[src/rtl/core/lavm_pkg.sv]
// Shared types, codes and helper functions for the look-at view matrix block.
`timescale 1ns / 1ps

package lavm_pkg;

    // Row codes of the view matrix
    localparam logic [1:0] ROW_X = 2'd0;
    localparam logic [1:0] ROW_Y = 2'd1;
    localparam logic [1:0] ROW_Z = 2'd2;

    // One request: eye, target and up, each signed Q16.16
    typedef struct packed {
        logic [31:0] eye_x;
        logic [31:0] eye_y;
        logic [31:0] eye_z;
        logic [31:0] look_x;
        logic [31:0] look_y;
        logic [31:0] look_z;
        logic [31:0] up_x;
        logic [31:0] up_y;
        logic [31:0] up_z;
    } item_t;

    // Status from the normalize unit
    typedef struct packed {
        logic done;
        logic ok;
    } norm_stat_t;

    // Back-end sequencer states
    typedef enum logic [7:0] {
        B_IDLE     = 8'b0000_0001,
        B_NORM_Z   = 8'b0000_0010,
        B_CROSS_UP = 8'b0000_0100,
        B_NORM_X   = 8'b0000_1000,
        B_CROSS_ZX = 8'b0001_0000,
        B_NORM_Y   = 8'b0010_0000,
        B_TRANS    = 8'b0100_0000,
        B_EMIT     = 8'b1000_0000
    } back_state_t;

    // Normalize unit states
    typedef enum logic [5:0] {
        N_IDLE   = 6'b00_0001,
        N_SCALE  = 6'b00_0010,
        N_SQUARE = 6'b00_0100,
        N_ROOT   = 6'b00_1000,
        N_DLOAD  = 6'b01_0000,
        N_DIVIDE = 6'b10_0000
    } norm_state_t;

    // Cross product a x b, product j: c0 = a1b2 - a2b1, c1 = a2b0 - a0b2, c2 = a0b1 - a1b0
    function automatic logic [1:0] cross_a_idx(input logic [3:0] j);
        logic [1:0] r;
        case (j)
            4'd0:    r = 2'd1;
            4'd1:    r = 2'd2;
            4'd2:    r = 2'd2;
            4'd3:    r = 2'd0;
            4'd4:    r = 2'd0;
            4'd5:    r = 2'd1;
            default: r = 2'd0;
        endcase
        return r;
    endfunction

    function automatic logic [1:0] cross_b_idx(input logic [3:0] j);
        logic [1:0] r;
        case (j)
            4'd0:    r = 2'd2;
            4'd1:    r = 2'd1;
            4'd2:    r = 2'd0;
            4'd3:    r = 2'd2;
            4'd4:    r = 2'd1;
            4'd5:    r = 2'd0;
            default: r = 2'd0;
        endcase
        return r;
    endfunction

    // Translation products run row by row, three components each
    function automatic logic [1:0] trans_row(input logic [3:0] j);
        logic [1:0] r;
        case (j)
            4'd0, 4'd1, 4'd2: r = ROW_X;
            4'd3, 4'd4, 4'd5: r = ROW_Y;
            default:          r = ROW_Z;
        endcase
        return r;
    endfunction

    function automatic logic [1:0] trans_comp(input logic [3:0] j);
        logic [1:0] r;
        case (j)
            4'd0, 4'd3, 4'd6: r = 2'd0;
            4'd1, 4'd4, 4'd7: r = 2'd1;
            default:          r = 2'd2;
        endcase
        return r;
    endfunction

    // -(dot) rounded half up to Q16.16, saturated to 32 bits
    function automatic logic [31:0] round_sat(input logic signed [63:0] dot);
        logic signed [65:0] r;
        logic signed [35:0] sh;
        logic [31:0]        res;
        r  = 66'sd0 - 66'(dot) + (66'sd1 <<< 29);
        sh = $signed(r[65:30]);
        if (sh > 36'sd2147483647)
            res = 32'h7FFF_FFFF;
        else if (sh < -36'sd2147483648)
            res = 32'h8000_0000;
        else
            res = sh[31:0];
        return res;
    endfunction

endpackage

[src/rtl/core/lavm_front.sv]
// Front end: accepts requests into a two-entry queue ahead of the back end.
`timescale 1ns / 1ps

module lavm_front
(
    input  logic                clk,
    input  logic                rst_n,
    input  logic                start,
    input  lavm_pkg::item_t     item,
    output logic                busy,
    output logic                head_valid,
    output lavm_pkg::item_t     head,
    input  logic                pop
);

    lavm_pkg::item_t q_reg [2];
    logic            wr_ptr_reg, wr_ptr_next;
    logic            rd_ptr_reg, rd_ptr_next;
    logic [1:0]      count_reg, count_next;
    logic            push;
    logic            do_pop;

    assign busy       = (count_reg == 2'd2);
    assign head_valid = (count_reg != 2'd0);
    assign head       = q_reg[rd_ptr_reg];
    assign push       = start && !busy;
    assign do_pop     = pop && head_valid;

    // Pointer and fill count update
    always_comb
    begin
        wr_ptr_next = push ? ~wr_ptr_reg : wr_ptr_reg;
        rd_ptr_next = do_pop ? ~rd_ptr_reg : rd_ptr_reg;
        count_next  = count_reg;
        if (push && !do_pop)
            count_next = count_reg + 2'd1;
        else if (!push && do_pop)
            count_next = count_reg - 2'd1;
    end

    always_ff @(posedge clk or negedge rst_n)
    begin
        if (!rst_n)
        begin
            wr_ptr_reg <= 1'b0;
            rd_ptr_reg <= 1'b0;
            count_reg  <= 2'd0;
        end
        else
        begin
            wr_ptr_reg <= wr_ptr_next;
            rd_ptr_reg <= rd_ptr_next;
            count_reg  <= count_next;
        end
    end

    // Queue storage
    always_ff @(posedge clk)
    begin
        if (push)
            q_reg[wr_ptr_reg] <= item;
    end

endmodule

[config.mk]
export PLATFORM = sky130hd
export DESIGN_NAME = lavm_front
export DESIGN_NICKNAME = d
export VERILOG_FILES = /design/src/rtl/core/lavm_pkg.sv /design/src/rtl/core/lavm_front.sv
export SDC_FILE = /design/constraint.sdc
export NUM_CORES = 1
export LEC_CHECK = 0
export BUFFER_PORTS_ARGS = -buffer_cell sky130_fd_sc_hd__buf_2
export CORE_AREA = 2 2 227 229
export CTS_BUF_LIST = sky130_fd_sc_hd__clkbuf_4
export CTS_CLUSTER_SIZE = 14
export DETAILED_ROUTE_END_ITERATION = 10
export DIE_AREA = 0 0 229 231
export PLACE_DENSITY = 0.75
export SETUP_SLACK_MARGIN = 0.5
export SYNTH_ARGS = -nofsm -noshare
export SYNTH_HDL_FRONTEND = slang
export SYNTH_SLANG_ARGS = --single-unit
[constraint.sdc]
create_clock -name clk -period 14.1 [get_ports clk]
set_input_delay 0.705 -clock clk [delete_from_list [all_inputs] [get_ports clk]]
set_output_delay 0.705 -clock clk [all_outputs]
set_load 0.005 [all_outputs]
# [Yosys cells after proc, flatten, opt, wreduce, memory -nomap -nowiden]
# Memory sizes are Yosys's and may differ from the RTL's.
# Index checks and enable logic that the tools add are counted.
[classes] addsub=2 eq_ne=1 muxes=4 bitwise_logic=2 n_reduce_logical=9
[ops] op="$logic_and A1 B1 Y1" n=4
[ops] op="$mux W2" n=2
[ops] op="$reduce_bool A2 Y1" n=2
[ops] op="$logic_not A1 Y1" n=3
[ops] op="$add A2 B1 Y2 const B" n=1
[ops] op="$eq A2 B2 Y1 const B" n=1
[ops] op="$mux W1" n=2
[ops] op="$not A1 Y1" n=2
[ops] op="$sub A2 B1 Y2 const B" n=1
[word_totals] reg_bits=4 ram_bits=576 input_bits=292 out_inout_bits=290 word_cells=22 mem_count=1
[memory_table] name="q_reg" depth=2 width=288 rd=1 rd_ports_with_merged_regs=0 write_ports=1 line="lavm_front.sv:16" rtl="lavm_pkg::item_t q_reg [2];"

# [Logic depth before layout (Yosys ltp)]
# Gate-level depths: netlist of run 1.
[depth] ltp_word=7 mapped_depth=7

# [Worst setup path after synthesis of run 1]
# OpenSTA, ideal clock, no wires.
[synth_path] kind="input to register" from="input port start" to="memory q_reg[0][0] (netlist bit) (enable)" setup_ns=0.942 t_arrival_ns=12.719 slack_ns=0.438 cell_stages=2 path_buffers=0 path_cell_list="nand2_1 > nor2_1"
[synth_between] elab_chain_cells=3
[synth_rtl] element="start, declared" line="lavm_front.sv:8" rtl="input logic start,"
[synth_rtl] element="$logic_and A1 B1 Y1" line="lavm_front.sv:26" rtl="assign push = start && !busy;"
[synth_rtl] element="$mux W1" line="lavm_front.sv:60" rtl="if (push)"
[synth_rtl] element="$mux W1 (implied by the code)" line="lavm_front.sv:61" rtl="q_reg[wr_ptr_reg] <= item;"
[synth_rtl] element="end, declared" line="lavm_front.sv:16"
# No other way between the ends.

==> results.cfg, run 1 <==
[synthesis]
synth_ff_type = edfxtp_1
synth_warnings = 0
syn_inst = 915
synth_area_mm2 = 0.0218
synth.most_common_cell = edfxtp_1
synth_common_cells = edfxtp_1, mux2_4, mux2_2, buf_6, buf_2
synthTopCellsByArea = edfxtp_1, mux2_4, mux2_2
synth.net_count = 1208
ys_seq_area_share_pct = 79.8
synth_cell_type_count = 15
synth-seq-cells = 580
synth-edff-count = 576
async_reset_ff_share_pct = 0.690
yosys.area.top_type_share_pct = 79.3
yosys.area.top_type = edfxtp_1
avgSynthCellArea_um2 = 23.8

[cells_and_area]
fin_area_mm2 = 0.0301
layout.nets = 2211
nFillCells = 3631
area_growth_pct = 38.2
largest_reg_flops = 576
drive_gt1_share_pct = 55.0

[floorplanning]
die_h_um = 231
core_area_mm2 = 0.0507
start_util_pct = 43.0
dieArea_mm2 = 0.0529
die_x_um = 229
io_pins = 582
rows = 83

[worst_setup_path]
end_kind = output port
crit_required_ns = 13.40
r2r-start = count_reg[0]$_DFFE_PN0P_
r2r_end = q_reg[1][210]$_DFFE_PP_
reg2reg_depth = 4
crit_arrival_ns = 4.96
worstSetupStartpointType = flop
r2r_setup_slack_ns = 10.31
worstPathMaxFanout = 61
crit_type = flop to output port

[detailed_routing]
drt_iter0_markers = 649
ant_nets = 0
firstDrtPassIters = 4
vias_per_cell = 4.69
num_vias = 12700
drt_wl_total_um = 53800
drc = 0
wl_per_cell_um = 19.9

[pwr]
p_leak_nw = 12.1
power_density_mw_per_mm2 = 187
irDropWorstVdd_v = 0.000149

[timing]
min_period_ns = 5.67
report.final.slew_viol_count = 0
hold_violations = 0
fin_setup_tns_ns = 0
fin_worst_skew_ns = 0.0517
setup_viol = 0
fmax_mhz = 176
worst-slew-pin-transition_ns = 1.04
relSlewSlack_pct = 30.6
finalCritPeriodShare_pct = 40.2
rsz0062_at_grt = false

[cts]
clk_pin_slew_ns = 0.06
clk_path_buf_depth = 3
cts-root-buf = clkbuf_4
cts_tree = done
post_cts.repair.setup_buffers = 0
htreeDepth = 4
cts_resized = 0
clkSinkCount = 580
cts-buffers-inserted = 149
clk_latency_ns = 0.93

[run_status]
status = completed

[global_routing]
grt_max_degree = 77
grt.overflow.total = 0
grt_use_total_pct = 20.0
antenna_found_initial = 6
grt_pass1_vias = 14100
grt_first_pass_wirelength_um = 80100

[worst_hold_path]
whs_endpoint = wr_ptr_reg$_DFFE_PN0N_
hp-start = start
min_path_type = primary input to flop
hold_depth = 3

[place]
dp_hpwl_um = 31900
postPlaceCellArea_mm2 = 0.0254
gp_congestion = 0.794
port_buffers = 581

[job]
max_cap_viol_count = 0
[cell usage in the layout (no fill, tap or decap), types with 4 or more instances in the layout]
cell and n:
clkinv_2 4, dlygate4sd3_1 291, buf_2 581, clkinv_1 26
edfxtp_1 576, diode_2 8, clkbuf_4 214, inv_2 4
mux2_4 200, mux2_2 88, buf_4 12
[worst max-delay path by stage]
| stage | end | depth (start not counted) | start | slack (ns) |
|---|---|---|---|---|
| after floorplan | q_reg[0][0]$_DFFE_PP_ | 2 | start | 5.32 |
| after global placement | head[140] | 5 | rd_ptr_reg$_DFFE_PN0P_ | 9.46 |
| after detailed placement | head[207] | 5 | rd_ptr_reg$_DFFE_PN0P_ | 9.37 |
| after CTS | head[207] | 5 | rd_ptr_reg$_DFFE_PN0P_ | 8.29 |
| after global routing | head[136] | 5 | rd_ptr_reg$_DFFE_PN0P_ | 8.13 |
| final | head[136] | 5 | rd_ptr_reg$_DFFE_PN0P_ | 8.43 |
[power by group]
part	total [mW]	switching (mW)	leakage (nW)	internal (mW)
registers	2.50	0.139	5.40	2.36
clock network	1.41	0.661	1.10	0.749
logic	1.74	0.832	5.60	0.904
[layer usage]
metal | track usage [%] | part of all wire, %
met5 | 0 | 0
met4 | 8.69 | 2.4
met3 | 7.14 | 7.7
met2 | 34.9 | 53
met1 | 22.0 | 37
[worst max-delay path: stages, from the launching register on]
cell and delay, ns:
dfrtp_4 1.02, buf_4 0.86, buf_4 0.73, buf_4 0.80, mux2_4 0.36, buf_2 0.13
[logic make-up after synthesis]
group                    Yosys count  share of synthesized area, %
multiplexers                     288                          18.3
buffers and inverters             34                          1.49
adder cells (fa/ha/maj)            1                        0.0574
XOR/XNOR                           5                         0.201
flip-flops                       580                          79.8
AND/OR/NAND/NOR                    7                         0.155
[final cells by class]
class	instances	area, um2	area share [%]
antenna	8	20.0	0.0664
clock buffer	214	1610	5.33
clock inverter	39	239	0.793
inverter	2	7.51	0.0249
multi-input combinational	301	4100	13.6
sequential	580	17400	57.7
tap	680	851	2.82
timing repair buffer	884	5910	19.6
[through the flow]
stage               hold slack [ns]  cells  total power, mW  worst slack, ns  utilization, %
finish                        0.193   2708             5.65             8.43            59.5
global route                 0.0769   2708             5.92             8.13            59.5
CTS                          0.0177   2700             5.66             8.29            59.4
detailed placement            0.481   2156             4.19             9.37            50.0
global placement              0.475   2156             4.14             9.46            50.0
floorplan                     0.409    915             3.68             5.32               -
[what timing repair did]
item,CTS,global route
endpoints found under the setup margin,0,0
endpoints found under the hold margin,581,0
hold buffers,291,0
Note: power is estimated with default switching activity, not from simulation.
==> run 2: changes to the inputs <==
CORE_AREA = 2 2 223 225   (was 2 2 227 229)
DIE_AREA = 0 0 225 227   (was 0 0 229 231)
clock period = 5.7 ns   (was 14.1 ns; I/O delays follow)
==> run 2 against run 1 <==
Sequential power increased by 150%. Setup slack got worse by 6.3 ns. Count of clock-buffer cells in the layout decreased by 3. Cell count increased by 2.5%. Critical path type unchanged. Non-clock buffer count increased by 132. Largest power group unchanged. First-iteration DRC count increased by 39%. Hold slack got worse by 0.095 ns. Total power increased to 2.5 times the previous value. Critical endpoint is now head[144]. Cell area increased by 4.7%. Global-route usage increased by 2.9 points. Highest routed layer unchanged. Clock power increased to 2.6 times the previous value. Core utilization increased by 5.5 points.
==> results.cfg, run 2 (synthesis gave the netlist of run 1 again) <==
[timing]
hold_ws_ns = 0.0978
relSlewSlack_pct = 23.5
fin_worst_skew_ns = 0.0879
worst_slack_ns = 2.12
hold_violations = 0
report.final.slew_viol_count = 0
rsz0062_at_grt = false
fin_setup_tns_ns = 0
worst-slew-pin-transition_ns = 1.15
min_period_ns = 3.58
fmax_mhz = 279
setup_viol = 0
finalCritPeriodShare_pct = 62.8

[floorplanning]
core_area_mm2 = 0.0485
io_pins = 582
die_x_um = 225
rows = 81
start_util_pct = 44.9
die_h_um = 227
dieArea_mm2 = 0.0511

[worst_setup_path]
reg2reg_depth = 4
crit_arrival_ns = 3.29
critPathMaxStageDelay_ns = 0.88
crit_type = flop to output port
crit_chain = buf_12 -> mux2_4 -> buf_2
crit_required_ns = 5.41
end_kind = output port
worstPathMaxFanout = 128
slowest_stage = dfrtp_4
worstSetupStartpointType = flop

[detailed_routing]
firstDrtPassIters = 4
ant_nets = 0
drt_iter0_markers = 901
vias_per_cell = 4.93
top_layer = met4
met2_length_um = 30600
met3_length_um = 5550
wl_per_cell_um = 21.5
met1Wirelength_um = 20900
num_vias = 13700
drt_wl_total_um = 59700
drc = 0

[place]
gp_congestion = 0.779
dp_hpwl_um = 31300
dp_worst_setup_slack_ns = 3.16
port_buffers = 581
dp_cells = 2092

[cts]
clk_latency_ns = 0.98
cts-root-buf = clkbuf_4
cts-buffers-inserted = 149
cts_tree = done
clkSinkCount = 580
clk_path_buf_depth = 3
cts_resized = 0
clk_pin_slew_ns = 0.07
post_cts.repair.setup_buffers = 0
htreeDepth = 4

[pwr]
internal_power_mw = 10.2
irDropWorstVdd_v = 0.000417
p_leak_nw = 12.7
swShare_pct = 29.1
total_power_mw = 14.4
p_switching_mw = 4.18
power_frac_clock_pct = 25.7
power_density_mw_per_mm2 = 455
combPwrFrac_pct = 31.1
p_seq_share_pct = 43.2

[cells_and_area]
instances_no_fill = 2777
largest_reg_flops = 576
area_growth_pct = 44.7
drive_gt1_share_pct = 51.9
layout.nets = 2343
final_cell_mix = buf_2, edfxtp_1, dlygate4sd3_1
final_common_cell = buf_2

[worst_hold_path]
hold_depth = 2
min_path_type = primary input to flop

[global_routing]
grt_pass1_vias = 15200
grt_max_degree = 147
grt_first_pass_wirelength_um = 86500
grt_use_total_pct = 22.9
antenna_found_initial = 10
grt.overflow.total = 0

[run_status]
status = completed

[job]
max_cap_viol_count = 0
[run 2: cell types whose count changed in the layout (fill, tap and decap cells not counted), moves of 4 or more]
cell,delta
diode_2,+4
clkinv_1,-13
dlygate4sd3_1,+138
buf_12,+6
buf_4,-12
[run 2: timing repair]
action	CTS	global route
hold endpoints to repair	586	0
endpoints found under the setup margin	0	0
hold buffers	429	0
[run 2: final timing paths]
kind / from / endpoint / slack [ns]
max reg2reg: count_reg[0]$_DFFE_PN0P_ / q_reg[0][123]$_DFFE_PP_ / 3.63
min: item[219] / q_reg[1][219]$_DFFE_PP_ / 0.1
max in group asynchronous: rst_n / count_reg[1]$_DFFE_PN0P_ / 5.18
min in group asynchronous: rst_n / rd_ptr_reg$_DFFE_PN0P_ / 0.26
max: rd_ptr_reg$_DFFE_PN0P_ / head[144] / 2.12
min reg2reg: count_reg[0]$_DFFE_PN0P_ / count_reg[0]$_DFFE_PN0P_ / 0.55
[run 2: power by group through the flow]
stage,logic [mW],clock network (mW),registers [mW]
detailed placement,4.12,0,6.23
global route,4.70,3.98,6.27
global placement,4.08,0,6.18
floorplan,2.72,0,6.22
CTS,4.36,3.65,6.14
finish,4.46,3.69,6.20
[run 2: worst max-delay path, delay by kind of cell (launching register included)]
| kind | cells | cell delay, ns |
|---|---|---|
| flip-flops | 1 | 0.88 |
| buffers and inverters | 2 | 0.72 |
| multiplexers | 1 | 0.36 |
[run 2: area by class of cell]
class	count	area [um2]
clock inverters	33	308
multi-input cells	301	4110
flip-flops and latches	580	17400
clock buffers	211	1580
well taps	622	778
fillers	3048	17000
inverters	2	7.51
repair buffers	1016	7320
diodes	12	30.0
[run 2: through the flow]
| step | instance area (um2) | util, % |
|---|---|---|
| floorplan | 21800 | - |
| global placement | 25300 | 52.2 |
| detailed placement | 25300 | 52.2 |
| CTS | 31500 | 64.9 |
| global route | 31500 | 65.0 |
| finish | 31500 | 65.0 |
[run 2: layer usage]
layer / up-vias / GRT usage, %
met1: 6710 / 24.1
met3: 158 / 8.27
met5: - / 0
met2: 793 / 39.7
met4: 0 / 13.4
li1: 6017 / -
